===== config.mk =====
export PLATFORM = sky130hd
export DESIGN_NAME = sret_out
export DESIGN_NICKNAME = d
export VERILOG_FILES = /design/src/hdl/sret_pkg.sv /design/src/hdl/sret_out.sv
export SDC_FILE = /design/constraint.sdc
export NUM_CORES = 1
export LEC_CHECK = 0
export ABC_AREA = 1
export BUFFER_PORTS_ARGS = -buffer_cell sky130_fd_sc_hd__buf_2
export CAP_MARGIN = 20
export CORE_MARGIN = 8
export CORE_UTILIZATION = 40
export CTS_CLUSTER_DIAMETER = 100
export DETAILED_ROUTE_END_ITERATION = 6
export PLACE_DENSITY = 0.78
export SLEW_MARGIN = 0
export SYNTH_ARGS = -nofsm -noshare
export SYNTH_HDL_FRONTEND = slang
export SYNTH_SLANG_ARGS = --single-unit

===== constraint.sdc =====
create_clock -name clk -period 0.8 [get_ports clk]
set_input_delay 0.2 -clock clk [delete_from_list [all_inputs] [get_ports clk]]
set_output_delay 0.2 -clock clk [all_outputs]
set_load 0.01 [all_outputs]

===== src/hdl/sret_pkg.sv =====
package sret_pkg;

  localparam int TableDepth = 32;
  localparam int SlotW      = $clog2(TableDepth);
  localparam int CntW       = $clog2(TableDepth + 1);

  localparam logic [1:0] OP_SIGNAL = 2'd0;
  localparam logic [1:0] OP_RATE   = 2'd1;
  localparam logic [1:0] OP_EVAL   = 2'd2;
  localparam logic [1:0] OP_UNUSED = 2'd3;

  localparam logic [1:0] KIND_ACK   = 2'd0;
  localparam logic [1:0] KIND_DEAUTH = 2'd1;
  localparam logic [1:0] KIND_DONE  = 2'd2;

  localparam logic [1:0] ST_UPDATED = 2'd0;
  localparam logic [1:0] ST_ADDED   = 2'd1;
  localparam logic [1:0] ST_FULL    = 2'd2;

  localparam logic [2:0] REG_LOW_RSSI  = 3'd0;
  localparam logic [2:0] REG_RATE_THR  = 3'd1;
  localparam logic [2:0] REG_IDLE_CHK  = 3'd2;
  localparam logic [2:0] REG_HITS      = 3'd3;
  localparam logic [2:0] REG_INACT     = 3'd4;
  localparam logic [2:0] REG_IDLE_LIM  = 3'd5;

  // One table entry as kept in the memory.
  typedef struct packed {
    logic [47:0] mac;
    logic [7:0]  sig;
    logic [7:0]  hits;
    logic [23:0] rate;
    logic        idle;
    logic [31:0] idle_since;
    logic [31:0] last_seen;
  } entry_t;

  localparam int EntryW = $bits(entry_t);

  // Result item handed to the output register.
  typedef struct packed {
    logic [1:0]  kind;
    logic [1:0]  status;
    logic [47:0] mac;
    logic [5:0]  dropped;
    logic        last;
  } result_t;

endpackage


===== src/hdl/sret_out.sv =====
module sret_out
  import sret_pkg::*;
(
  input  logic    clk,
  input  logic    rst_n,
  input  logic    push,
  input  result_t res,
  output logic    full,
  output logic    out_tvalid,
  input  logic    out_tready,
  output result_t out_res
);

  logic    valid_r;
  result_t data_r;

  // Single output register; the engine waits while it is occupied and not being taken.
  always_ff @(posedge clk) begin
    if (!rst_n) begin
      valid_r <= 1'b0;
    end else if (push) begin
      valid_r <= 1'b1;
    end else if (out_tready) begin
      valid_r <= 1'b0;
    end
  end

  always_ff @(posedge clk) begin
    if (push) begin
      data_r <= res;
    end
  end

  assign full       = valid_r && !out_tready;
  assign out_tvalid = valid_r;
  assign out_res    = data_r;

endmodule


After elaboration in Yosys (flattened, before gate mapping)
Index checks and enable logic that the tools add are counted.

storage, ports and cells
  input port bits = 63
  bits in registers = 60
  output and inout bits = 61
  bits in read-only memories = 0
  memories kept = 0
  bits in writable memories = 0
  latch bits = 0
  logic and storage cells = 11

operators by class
  div/mod/pow operators = 0
  shifts and indexed selects = 0
  mux-type cells = 2
  magnitude comparators = 0
  bitwise operators = 0
  eq/ne operators = 0
  reductions and logical operators = 3
  $add $sub $neg = 0
  $mul = 0

operator list
  operator           count
  $mux 1             2
  $reduce_bool 2->1  1
  $logic_and 1x1->1  1
  $logic_not 1->1    1

Longest topological paths before layout
  word-level depth = 2
  gate-level depth with buffers = 3
  depth with buffers taken out = 3

Worst setup path after synthesis
OpenSTA, ideal clock, no wires.

  path kind = reg2out
  start = reg valid_r, in the netlist out_tvalid
  end = out full
  path slack = 72 ps
  path buffers = 0
  stages on the path, launching flop included = 3
  arrival time = 528 ps
  required time = 600 ps
  cell sequence = dfxtp_1 > nand2_2 > inv_1

between the ends
  cells in the longest elaborated chain, start to end = 1

ends and longest elaborated chain
  element                   line            source
  start: declaration        sret_out.sv:14  logic valid_r;
  start signal: assignment  sret_out.sv:20  valid_r <= 1'b0;
  start signal: assignment  sret_out.sv:22  valid_r <= 1'b1;
  start signal: assignment  sret_out.sv:24  valid_r <= 1'b0;
  $logic_and 1x1->1         sret_out.sv:34  assign full = valid_r && !out_tready;
  end: declaration          sret_out.sv:8   output logic full,

No other way between the ends.

Final worst setup path
Same ends and word-level chain as after synthesis.

==> impl_metrics.ini <==
[logic_synthesis]
syn_area_um2 = 1820
synth-seq-cells = 60
yosys_warnings = 0
synth_nets = 129
synth.distinct_cells = 5
synth.avg_cell_area_um2 = 27.6
netlist_instances = 66
synth_seq_area_share_pct = 98.4

[floorplan]
placementRows = 24
io_pins = 124
die_x_um = 83.5
initial_core_util_pct = 41.6
fp.coreArea_um2 = 4380
die-height_um = 83.5
die-area_um2 = 6970

[power]
clkPwrFrac_pct = 32.3
pwr-share-comb_pct = 9.6
power_mw = 6.51
leakagePower_nw = 1.20
ir_worst_vdd_mv = 1.70
p_per_area_nw_per_um2 = 2410
pwr-share-seq_pct = 58.1
p_int_mw = 5.09
switchingPower_mw = 1.41
switching_share_pct = 21.7

[clock_tree]
cts.path.max_buffers = 2
worstSkewPairLatency_ns = 0.32
clk_pin_slew_ns = 0.07
cts_inserted_buffers = 9
root_buffer = clkbuf_8
h-tree-depth = 3
cts_hold_buf = 0
postCtsSetupRepairBufs = 0
cts_sinks = 60
cts_tree = done

[cells_and_area]
seqCellArea_um2 = 1790
diodes = 0
area_growth_pct = 48.1
multi_input_area_um2 = 15.0
nFillCells = 331
final_util_pct = 61.6
finalInstanceArea_um2 = 2700
nets = 265
layout-drive-gt1-share_pct = 67.5

[detailed_routing]
ant_nets = 0
vias = 1131
dr.pass1.iters = 3
first_iter_violations = 53
wirelength_um = 4390
wl_per_cell_um = 17.0
viasPerCell = 4.38
drc_errors = 0

[sta]
finalCriticalPeriod_ns = 1.06
rsz0062_at_grt = true
max_freq_mhz = 940
fin_ws_ns = -0.264
finalHoldViolations = 0
finClkSkew_ns = 0
setup_tns_ns = -13.40
period_share_pct = 133
slew_headroom_pct = 86.4
tightest_slew_ns = 0.204
setup_viol = 61
finalMaxSlewViolations = 0

[job]
timing.max_cap.violations = 0

[global_route]
antenna_found_initial = 0
grt_pass1_wl_um = 6500
overflow = 0
grt_max_degree = 41
grt_pass1_vias = 1340
grt_usage_pct = 12.6

[setup_path]
crit_type = flip-flop to output port
required_ns = 0.60
worstPathArrival_ns = 0.86
startpoint_type = flip-flop
endpoint_kind = output port
r2r-end = out_tvalid
regToRegStartpoint = out_tvalid
ff2ff_setup_slack_ns = 0.25
r2r_cells = 2
crit_path_max_fanout = 2

[worst_hold_path]
min_to = out_res[44]
worst_hold_path_type = input pin to flip-flop
hold_depth = 1
hold_start = res[44]

[placed_design]
place_area_um2 = 2540
gp_congestion = 0.685
detailedPlace.worstSlack_ns = -0.102
io_buffer_count = 123

[status]
status = complete, but fails checks
violations = negative setup slack
[cell usage after synthesis (all sizes together)]
library cell | number | area share (%)
a21oi | 1 | 0.48
dfxtp | 1 | 1.1
edfxtp | 59 | 97
inv | 4 | 0.82
nand2 | 1 | 0.34
[kinds of logic (layout without fill, tap and decap cells)]
logic type             Yosys count  count (layout)  share of synthesized area, %
AOI/OAI and AO/OA                1               1                         0.481
buffers and inverters            4             144                         0.824
and+or+nand+nor                  1               1                         0.344
DFF                             60              60                          98.4
[how the worst max path moves through the flow]
stage,from,cells past startpoint,end
after floorplan,out_tvalid,2,full
after global placement,push,2,out_res[7]
after detailed placement,push,2,out_res[57]
after CTS,out_res[4],1,out_res[4]
after global routing,out_tvalid,3,full
final,out_tvalid,3,full
[flip-flops by register name, summed over array words and instances, names as in the netlist]
name and flops:
out_res 59, out_tvalid 1
[metal layers]
metal	track usage [%]	part of all wire [%]	routed length (um)
met1	9.82	32	1400
met2	20.5	50	2190
met3	10.3	16	696
met4	8.79	2.4	104
met5	0	0	0
[worst max-delay path: stages (launching register included)]
cell and delay (ns):
dfxtp_2 0.32, nand2_2 0.06, inv_1 0.04, buf_2 0.13
[cell usage in the layout (no fill, tap or decap)]
master and count:
a21oi_2 1, buf_12 2, buf_2 122, buf_6 1, clkbuf_1 2, clkbuf_8 9
clkinv_1 2, clkinv_2 2, dfxtp_2 1, edfxtp_1 59, inv_1 4, nand2_2 1
[stage by stage]
step | std cells | hold slack (ns)
global route | 258 | 0.0296
CTS | 258 | 0.0290
finish | 258 | 0.0480
global placement | 243 | 0.376
floorplan | 66 | 0.299
detailed placement | 243 | 0.378
[power by group through the flow]
stage                     clock (mW)  combinational, mW  sequential [mW]
after global routing            2.30              0.674             3.81
after floorplan                    0             0.0107             4.00
after CTS                       2.18              0.640             3.78
after detailed placement           0              0.639             3.85
final                           2.10              0.625             3.78
after global placement             0              0.624             3.84
[what timing repair did]
action,4_1_cts,5_1_grt
gates resized for setup,1,1
pin swaps,1,0
endpoints found under the setup margin,61,61
cloned,0,0
[layout make-up]
| class | instances | share of cell area (%) |
|---|---|---|
| Clock buffer | 11 | 4.87 |
| Clock inverter | 4 | 0.649 |
| Inverter | 4 | 0.556 |
| Multi-Input combinational cell | 2 | 0.556 |
| Sequential cell | 60 | 66.4 |
| Tap cell | 52 | 2.41 |
| Timing Repair Buffer | 125 | 24.5 |
(Power assumes the default switching activity.)
