## src/hdl/sret_ram.sv

```systemverilog
module sret_ram #(
  parameter int Width = 8,
  parameter int Depth = 32
) (
  input  logic                     clk,
  input  logic                     we,
  input  logic [$clog2(Depth)-1:0] waddr,
  input  logic [Width-1:0]         wdata,
  input  logic [$clog2(Depth)-1:0] raddr,
  output logic [Width-1:0]         rdata
);

  logic [Width-1:0] mem [Depth];

  // Write port and registered read port.
  always_ff @(posedge clk) begin
    if (we) begin
      mem[waddr] <= wdata;
    end
    rdata <= mem[raddr];
  end

endmodule

```

## config.mk

```make
export PLATFORM = sky130hd
export DESIGN_NAME = sret_ram
export DESIGN_NICKNAME = d
export VERILOG_FILES = /design/src/hdl/sret_ram.sv
export SDC_FILE = /design/constraint.sdc
export NUM_CORES = 1
export LEC_CHECK = 0
export BUFFER_PORTS_ARGS = -buffer_cell sky130_fd_sc_hd__buf_2
export CAP_MARGIN = 10
export CELL_PAD_IN_SITES_DETAIL_PLACEMENT = 1
export CELL_PAD_IN_SITES_GLOBAL_PLACEMENT = 1
export CORE_MARGIN = 8
export CORE_UTILIZATION = 55
export CTS_BUF_LIST = sky130_fd_sc_hd__clkbuf_16
export DETAILED_ROUTE_END_ITERATION = 10
export GPL_ROUTABILITY_DRIVEN = 0
export PLACE_DENSITY_LB_ADDON = 0.12
export SYNTH_ARGS = -nofsm -noshare
export SYNTH_HDL_FRONTEND = slang
export SYNTH_SLANG_ARGS = --single-unit
export TNS_END_PERCENT = 20
```

## constraint.sdc

```tcl
create_clock -name clk -period 3 [get_ports clk]
set_input_delay 0.45 -clock clk [delete_from_list [all_inputs] [get_ports clk]]
set_output_delay 0.45 -clock clk [all_outputs]
set_load 0.05 [all_outputs]
```

After elaboration in Yosys (flattened, before gate mapping)
Memory sizes are Yosys's and may differ from the RTL's. A register that Yosys moved wholly into a read port is not among the register bits.
Cells that the tools add are included.
{"block": "classes", "muxes": 2}
{"op": "$mux 1", "count": 2}
{"block": "word_totals", "regBits": 0, "output_inout_bits": 8, "mem_count": 1, "elab_cells": 3, "ram_bits": 256, "input_bits": 20}
{"name": "mem", "depth": 32, "word_bits": 8, "read_ports": 1, "rd_ports_with_merged_regs": 1, "write_ports": 1, "line": "13", "text": "logic [Width-1:0] mem [Depth];"}

Logic depth before layout (Yosys ltp)
Gate-level depths: netlist of the first run.
{"block": "logic_depth", "word_depth": 2, "depth_mapped": 5, "mapped_depth_nobuf": 3}

Worst setup path before layout of the first run
No wires, ideal clock.
{"block": "synth_path", "path_type": "input -> register", "start": "input raddr[2]", "end": "register rdata[0], read port of mem", "setup_ns": 0.121, "stages": 5, "path_slack_ns": 0.748, "required_time_ns": 2.879, "arrival_time_ns": 2.132, "path_buffers": 2, "cell_sequence": "clkbuf_1 > clkbuf_1 > mux4_2 > mux4_2 > mux2_2"}
{"item": "start, declared", "line": "9", "text": "input logic [$clog2(Depth)-1:0] raddr,"}
{"item": "end, declared", "line": "10", "text": "output logic [Width-1:0] rdata"}

==> impl_metrics.sql, run 1 <==
INSERT INTO impl_metrics (metric_group, metric, value, unit) VALUES
('outcome', 'outcome', 'complete, no violations', ''),
('synth', 'mappedNetlistArea', '10050', 'µm²'),
('clock_network', 'cts_root_buffer', 'sky130_fd_sc_hd__clkbuf_16', ''),
('sta', 'rsz0062_at_grt', 'no', ''),
('die', 'die_area', '22860', 'µm²'),
('global_routing', 'grt.overflow.total', '0', ''),
('synth', 'synth.yosys.seq_area_share', '0.7806', ''),
('hold_path', 'whs_path_depth', '2', ''),
('sta', 'setup-tns-final', '0', 'ns'),
('worst_setup_path', 'worst-path-max-fanout', '17', ''),
('routing', 'drt-total-wl', '22.30', 'mm'),
('sta', 'final-hold-violation-count', '0', ''),
('worst_setup_path', 'r2r_end', 'rdata[1]$_DFF_P_', ''),
('hold_path', 'timing.hold.worst_endpoint', 'rdata[4]$_DFF_P_', ''),
('clock_network', 'clock_tree.htree_level_count', '1', ''),
('synth', 'area_share_of_the_leading_cell_type_in_the_synthesized_netlist', '0.7647', ''),
('synth', 'most_instantiated_library_cell_after_synthesis', 'sky130_fd_sc_hd__edfxtp_1', ''),
('power_and_ir_drop', 'power_leakage', '3.681', 'nW'),
('sta', 'final_min_period_over_clock_period', '0.6885', ''),
('synth', 'synth.net_count', '437', ''),
('hold_path', 'timing.hold.worst.start', 'raddr[3]', ''),
('layout', 'syn2layout_area_growth', '14.30', '%'),
('worst_setup_path', 'setup.worst_path.class', 'in -> reg', ''),
('clock_network', 'cts_tree', 'built', ''),
('routing', 'post_drt_via_cell_ratio', '6.286', ''),
('worst_setup_path', 'worstSetupStartpointType', 'input port', ''),
('hold_path', 'hp-class', 'in -> reg', ''),
('placed_design', 'hpwlAfterDp', '14.40', 'mm'),
('placed_design', 'dp_cells', '683', ''),
('synth', 'postSynth.asyncResetShare', '0', ''),
('clock_network', 'clock_sink_count', '264', ''),
('placed_design', 'port_buffers', '27', ''),
('routing', 'first_pass_iters', '5', ''),
('routing', 'detail_route.iter0.violations', '524', ''),
('clock_network', 'clock_tree.buffer_depth', '3', ''),
('sta', 'timing.slew.headroom', '0.4264', ''),
('routing', 'via_count', '4595', ''),
('synth', 'synth.top_cells.by_area', 'sky130_fd_sc_hd__edfxtp_1 76%, sky130_fd_sc_hd__mux4_2 18%, sky130_fd_sc_hd__dfxtp_1 1.6%', ''),
('synth', 'yosys_register_bits', '264', ''),
('synth', 'post_synthesis_average_cell_area', '24.11', 'µm²'),
('sta', 'layout_min_cycle_time', '2.065', 'ns'),
('global_routing', 'grt.total_usage', '0.2037', ''),
('sta', 'setup_viol', '0', ''),
('routing', 'antenna_violating_nets_post_route', '0', ''),
('clock_network', 'clock_transition_at_path_regs', '0.06', 'ns'),
('global_routing', 'largest_net_degree_at_the_start_of_global_routing', '33', ''),
('worst_setup_path', 'worstRegToRegCells', '3', ''),
('worst_setup_path', 'crit_required', '3.40', 'ns'),
('routing', 'remaining_drc_errors', '0', ''),
('clock_network', 'cts_buffers', '26', ''),
('die', 'initial_utilization', '0.5597', ''),
('placed_design', 'place_worst_setup_slack', '0.3671', 'ns'),
('run', 'drv.max_cap_violation_count', '0', ''),
('clock_network', 'postCtsSetupBuffers', '0', ''),
('clock_network', 'cts.hold.buffers_added', '0', ''),
('sta', 'drv_slew', '0', ''),
('layout', 'finalNetCount', '502', ''),
('synth', 'post_synth_inst_count', '417', ''),
('synth', 'synth_top_cells_by_count', '256 x sky130_fd_sc_hd__edfxtp_1, 80 x sky130_fd_sc_hd__mux4_2, 33 x sky130_fd_sc_hd__nor2_1', ''),
('layout', 'antennaDiodeCount', '0', ''),
('routing', 'average_wire_per_standard_cell', '30.51', 'µm'),
('sta', 'timing.final.ws_setup', '0.9346', 'ns'),
('die', 'chipWidth', '151.2', 'µm'),
('global_routing', 'antenna_found_initial', '0', ''),
('die', 'fp.coreArea', '17960', 'µm²'),
('power_and_ir_drop', 'power.total', '7.673', 'mW'),
('synth', 'synth_largest_area_cell', 'sky130_fd_sc_hd__edfxtp_1', ''),
('clock_network', 'post_cts_resized', '0', ''),
('die', 'ioPinCount', '28', ''),
('synth', 'synth_enable_flop_cells', '256', ''),
('worst_setup_path', 'worstPathArrival', '2.47', 'ns');
## cell type report
cell class	count	area, µm²
clock inverter	21	143.9
clock buffer	27	675.6
multi-input combinational	133	2100
sequential	264	7848
timing repair buffer	57	437.9
tap	229	286.5
fill	1414	6472
## through the flow
| stage | hold WS, ns | cell area [µm²] | util |
|---|---|---|---|
| after floorplan | 0.5489 | 10050 | - |
| after global placement | 0.8839 | 10670 | 0.5941 |
| after detailed placement | 0.9000 | 10670 | 0.5941 |
| after CTS | 0.4012 | 11490 | 0.6397 |
| after global routing | 0.4182 | 11490 | 0.6397 |
| final | 0.4299 | 11490 | 0.6397 |
## metal layers
metal | part of all wire | GRT usage | vias up
met1 | 0.43 | 0.2989 | 2463
met4 | 0.014 | 0.04404 | 0
li1 | - | - | 1912
met2 | 0.48 | 0.3220 | 200
met3 | 0.075 | 0.02958 | 20
met5 | 0 | 0 | -
## how the worst max path moves through the flow
stage	slack, ns	depth (start not counted)	to
after floorplan	0.75	5	rdata[0]$_DFF_P_
after global placement	0.41	5	rdata[5]$_DFF_P_
after detailed placement	0.37	5	rdata[1]$_DFF_P_
after CTS	0.92	5	rdata[1]$_DFF_P_
after global routing	0.85	5	rdata[1]$_DFF_P_
final	0.93	5	rdata[1]$_DFF_P_
## registers in the layout, indices dropped and copies added (netlist names)
| name | count |
|---|---|
| rdata | 8 |
| mem | 256 |
## cells by family (layout without fill, tap and decap cells)
family / after synthesis / in the layout / synth area share
flip-flops: 264 / 264 / 0.7806
multiplexers: 88 / 88 / 0.1882
AND/OR/NAND/NOR: 45 / 45 / 0.02066
buffers and inverters: 20 / 105 / 0.01058
## report_power, final
| part | total [mW] | internal [mW] | switching, mW |
|---|---|---|---|
| logic | 0.458 | 0.178 | 0.279 |
| registers | 4.12 | 4.10 | 0.0193 |
| clock network | 3.09 | 1.79 | 1.30 |
| total | 7.67 | 6.07 | 1.60 |
## cell usage in the layout, fill, tap and decap left out
master | Yosys | routed
sky130_fd_sc_hd__bufinv_16 | 0 | 2
sky130_fd_sc_hd__nor2_1 | 33 | 33
sky130_fd_sc_hd__buf_12 | 0 | 6
sky130_fd_sc_hd__nand3_1 | 2 | 2
sky130_fd_sc_hd__clkinvlp_4 | 0 | 2
sky130_fd_sc_hd__edfxtp_1 | 256 | 256
sky130_fd_sc_hd__mux2_2 | 8 | 8
sky130_fd_sc_hd__nand2_1 | 1 | 1
sky130_fd_sc_hd__or3b_2 | 3 | 3
sky130_fd_sc_hd__clkbuf_16 | 0 | 27
sky130_fd_sc_hd__nand3b_1 | 5 | 5
sky130_fd_sc_hd__mux4_2 | 80 | 80
sky130_fd_sc_hd__dfxtp_1 | 8 | 8
sky130_fd_sc_hd__clkinv_2 | 0 | 4
sky130_fd_sc_hd__inv_1 | 0 | 6
sky130_fd_sc_hd__or3_1 | 1 | 1
sky130_fd_sc_hd__buf_4 | 6 | 25
sky130_fd_sc_hd__buf_2 | 1 | 26
sky130_fd_sc_hd__clkinv_1 | 0 | 7
## worst max-delay path: stages
cell                     delay [ns]
sky130_fd_sc_hd__buf_4         0.33
sky130_fd_sc_hd__buf_12        0.23
sky130_fd_sc_hd__mux4_2        0.58
sky130_fd_sc_hd__mux4_2        0.56
sky130_fd_sc_hd__mux2_2        0.30
No activity file was read; power rests on OpenSTA's default activity.
==> run 2: changes to the inputs <==
==> constraint.sdc (replaced) <==
create_clock -name clk -period 1.92 [get_ports clk]
set_input_delay 0.288 -clock clk [delete_from_list [all_inputs] [get_ports clk]]
set_output_delay 0.288 -clock clk [all_outputs]
set_load 0.05 [all_outputs]
==> run 2 against run 1 <==
  * First-iteration DRC count decreased by 7.3%
  * Sequential share of layout area fell by 0.50 points
  * Largest power group unchanged
  * Clock-buffer cell count shrank 1
  * Worst hold slack lost 0.19 ns
  * Cell count rose by 1.6%
  * Critical endpoint is now rdata[4]$_DFF_P_
  * Cell area increased by 0.74%
  * Flip-flop and latch count unchanged
  * Worst setup slack got worse by 0.86 ns
  * Global-route usage rose by 0.41 points
  * Utilization increased by 0.47 points
  * Die area is the same
==> impl_metrics.sql, run 2 (synthesis gave the netlist of run 1 again) <==
INSERT INTO impl_metrics (metric_group, metric, value, unit) VALUES
('die', 'chipWidth', '151.2', 'µm'),
('global_routing', 'largest_net_degree_at_the_start_of_global_routing', '33', ''),
('run', 'drv.max_cap_violation_count', '0', ''),
('power_and_ir_drop', 'power.ir.vdd_worst', '0.6801', 'mV'),
('routing', 'remaining_drc_errors', '0', ''),
('placed_design', 'hpwlAfterDp', '14.55', 'mm'),
('worst_setup_path', 'path_depth', '3', ''),
('global_routing', 'grt_first_pass_wirelength', '34.02', 'mm'),
('global_routing', 'grt.overflow.total', '0', ''),
('power_and_ir_drop', 'power-per-cell-area', '1018', 'nW/µm²'),
('worst_setup_path', 'crit_required', '2.33', 'ns'),
('worst_setup_path', 'worst-path-max-fanout', '1', ''),
('layout', 'syn2layout_area_growth', '15.15', '%'),
('sta', 'max_freq', '0.5431', 'GHz'),
('placed_design', 'dp_cells', '698', ''),
('outcome', 'outcome', 'complete, no violations', ''),
('sta', 'setup-tns-final', '0', 'ns'),
('clock_network', 'cts.hold.buffers_added', '0', ''),
('die', 'std_cell_rows', '49', ''),
('worst_setup_path', 'critPathBufInv', '0', ''),
('layout', 'share_of_post_route_cells_with_drive_strength_above_1', '0.3813', ''),
('routing', 'average_wire_per_standard_cell', '30.31', 'µm'),
('power_and_ir_drop', 'power_frac_clock', '0.390', ''),
('worst_setup_path', 'setup.worst_path.class', 'reg -> reg', ''),
('sta', 'final-hold-violation-count', '0', ''),
('sta', 'setup_viol', '0', ''),
('layout', 'final_core_util', '0.6444', ''),
('die', 'initial_utilization', '0.5597', ''),
('sta', 'final_min_period_over_clock_period', '0.9590', ''),
('clock_network', 'postCtsSetupBuffers', '0', ''),
('worst_setup_path', 'critical-path-top-cell-by-count', 'sky130_fd_sc_hd__mux4_2', ''),
('worst_setup_path', 'worstPathArrival', '2.26', 'ns'),
('sta', 'timing.final.ws_setup', '0.07865', 'ns'),
('sta', 'finalClockSkew', '0.01272', 'ns'),
('worst_setup_path', 'cp_slowest_stage_delay', '0.53', 'ns'),
('layout', 'largest_register_ffs', '256', ''),
('clock_network', 'cts_buffers', '26', ''),
('global_routing', 'grt_pass1_vias', '4986', ''),
('sta', 'timing_worst_slew_pin_value', '0.6669', 'ns'),
('worst_setup_path', 'worstSetupStartpointType', 'flop', ''),
('power_and_ir_drop', 'power.total', '11.78', 'mW'),
('sta', 'timing.slew.headroom', '0.5554', ''),
('clock_network', 'insertion_delay', '0.53', 'ns'),
('global_routing', 'antenna_found_initial', '0', ''),
('routing', 'detail_route.iter0.violations', '486', ''),
('clock_network', 'cts_root_buffer', 'sky130_fd_sc_hd__clkbuf_16', ''),
('layout', 'mostFrequentLayoutCells', '256 x sky130_fd_sc_hd__edfxtp_1, 80 x sky130_fd_sc_hd__mux4_2, 38 x sky130_fd_sc_hd__buf_4, 33 x sky130_fd_sc_hd__nor2_1', ''),
('routing', 'first_pass_iters', '5', ''),
('worst_setup_path', 'cpMaxStageDelayCell', 'sky130_fd_sc_hd__mux4_2', ''),
('hold_path', 'hp-class', 'in -> reg', ''),
('sta', 'layout_min_cycle_time', '1.841', 'ns'),
('clock_network', 'clock_tree.htree_level_count', '1', ''),
('hold_path', 'whs_path_depth', '2', ''),
('clock_network', 'cts_tree', 'built', ''),
('routing', 'via_count', '4665', ''),
('power_and_ir_drop', 'net_sw_frac', '0.2121', ''),
('power_and_ir_drop', 'power_leakage', '3.757', 'nW'),
('worst_setup_path', 'path_cells', 'mux4_2 -> mux4_2 -> mux2_2', ''),
('worst_setup_path', 'worstRegToRegCells', '3', ''),
('clock_network', 'clock_tree.buffer_depth', '3', ''),
('routing', 'drt-total-wl', '22.52', 'mm'),
('routing', 'post_drt_via_cell_ratio', '6.279', ''),
('die', 'die_area', '22860', 'µm²'),
('power_and_ir_drop', 'internal_power', '9.281', 'mW'),
('die', 'ioPinCount', '28', ''),
('layout', 'finalNetCount', '517', ''),
('power_and_ir_drop', 'power.combinational.fraction', '0.062', ''),
('placed_design', 'port_buffers', '27', ''),
('sta', 'rsz0062_at_grt', 'no', ''),
('layout', 'layout.filler_cells', '1408', ''),
('worst_setup_path', 'worst_path_dominant_cell_family', 'multiplexers', ''),
('die', 'die_height', '151.2', 'µm'),
('layout', 'register_containing_the_most_flip_flops_in_the_final_layout', 'mem', ''),
('sta', 'drv_slew', '0', ''),
('clock_network', 'clock_transition_at_path_regs', '0.06', 'ns'),
('power_and_ir_drop', 'net-switching-power', '2.498', 'mW'),
('placed_design', 'place_worst_setup_slack', '-0.3458', 'ns'),
('layout', 'antennaDiodeCount', '0', ''),
('clock_network', 'post_cts_resized', '0', ''),
('layout', 'reg.largest.list', 'mem: 256 flops, rdata: 8 flops', ''),
('global_routing', 'grt.total_usage', '0.2078', ''),
('clock_network', 'clock_sink_count', '264', ''),
('layout', 'final_cell_count_no_fill', '743', ''),
('worst_setup_path', 'worstSetupEndpointType', 'flop', ''),
('layout', 'final_common_cell', 'sky130_fd_sc_hd__edfxtp_1', ''),
('power_and_ir_drop', 'share_seq_of_total_power', '0.547', ''),
('die', 'fp.coreArea', '17960', 'µm²'),
('routing', 'antenna_violating_nets_post_route', '0', '');
==> run 2: changes by cell type in the layout (fill, tap and decap cells not counted), sizes merged <==
cell / previous run / this run
clkbuf: 27 / 26
bufinv: 2 / 1
buf: 57 / 72
inv: 6 / 8
clkinvlp: 2 / 0
clkinv: 11 / 10
==> run 2: area by class of cell <==
type	count	area (µm²)	area share
Clock buffer	26	650.6	0.05620
Tap cell	229	286.5	0.02475
Clock inverter	19	116.4	0.01005
Sequential cell	264	7848	0.6779
Multi-Input combinational cell	133	2100	0.1814
Timing Repair Buffer	72	575.6	0.04972
==> run 2: power by group through the flow <==
stage          clock (mW)  sequential (mW)  combinational (mW)
2_1_floorplan           0             6.63               0.367
3_3_place_gp            0             6.56               0.708
3_5_place_dp            0             6.57               0.741
4_1_cts              4.67             6.45               0.746
5_1_grt              4.85             6.45               0.776
6_report             4.60             6.45               0.734
==> run 2: routing by layer <==
metal	wire [µm]	track usage	vias to the layer above
li1	-	-	1936
met1	10180	0.3153	2514
met2	10710	0.3196	192
met3	1395	0.02988	23
met4	240	0.04057	0
met5	0	0	-
==> run 2: worst register-to-register path: cells and delay by family, from the launching register on <==
kind | cells | cell delay [ns]
multiplexers | 3 | 1.32
flip-flops | 1 | 0.42
==> run 2: per-stage QoR <==
stage,hold WS [ns],area [µm²]
floorplan,0.3869,10150
global placement,0.7522,10810
detailed placement,0.7627,10810
CTS,0.2210,11580
global route,0.2280,11580
finish,0.2397,11580
==> run 2: path summary, 6_finish.rpt <==
kind	start	to	slack (ns)
worst max register to register	mem[16][4]$_DFFE_PP_	rdata[4]$_DFF_P_	0.08
worst min register to register	mem[14][0]$_DFFE_PP_	rdata[0]$_DFF_P_	0.93
worst max-delay path	mem[16][4]$_DFFE_PP_	rdata[4]$_DFF_P_	0.08
worst min-delay path	raddr[3]	rdata[1]$_DFF_P_	0.24
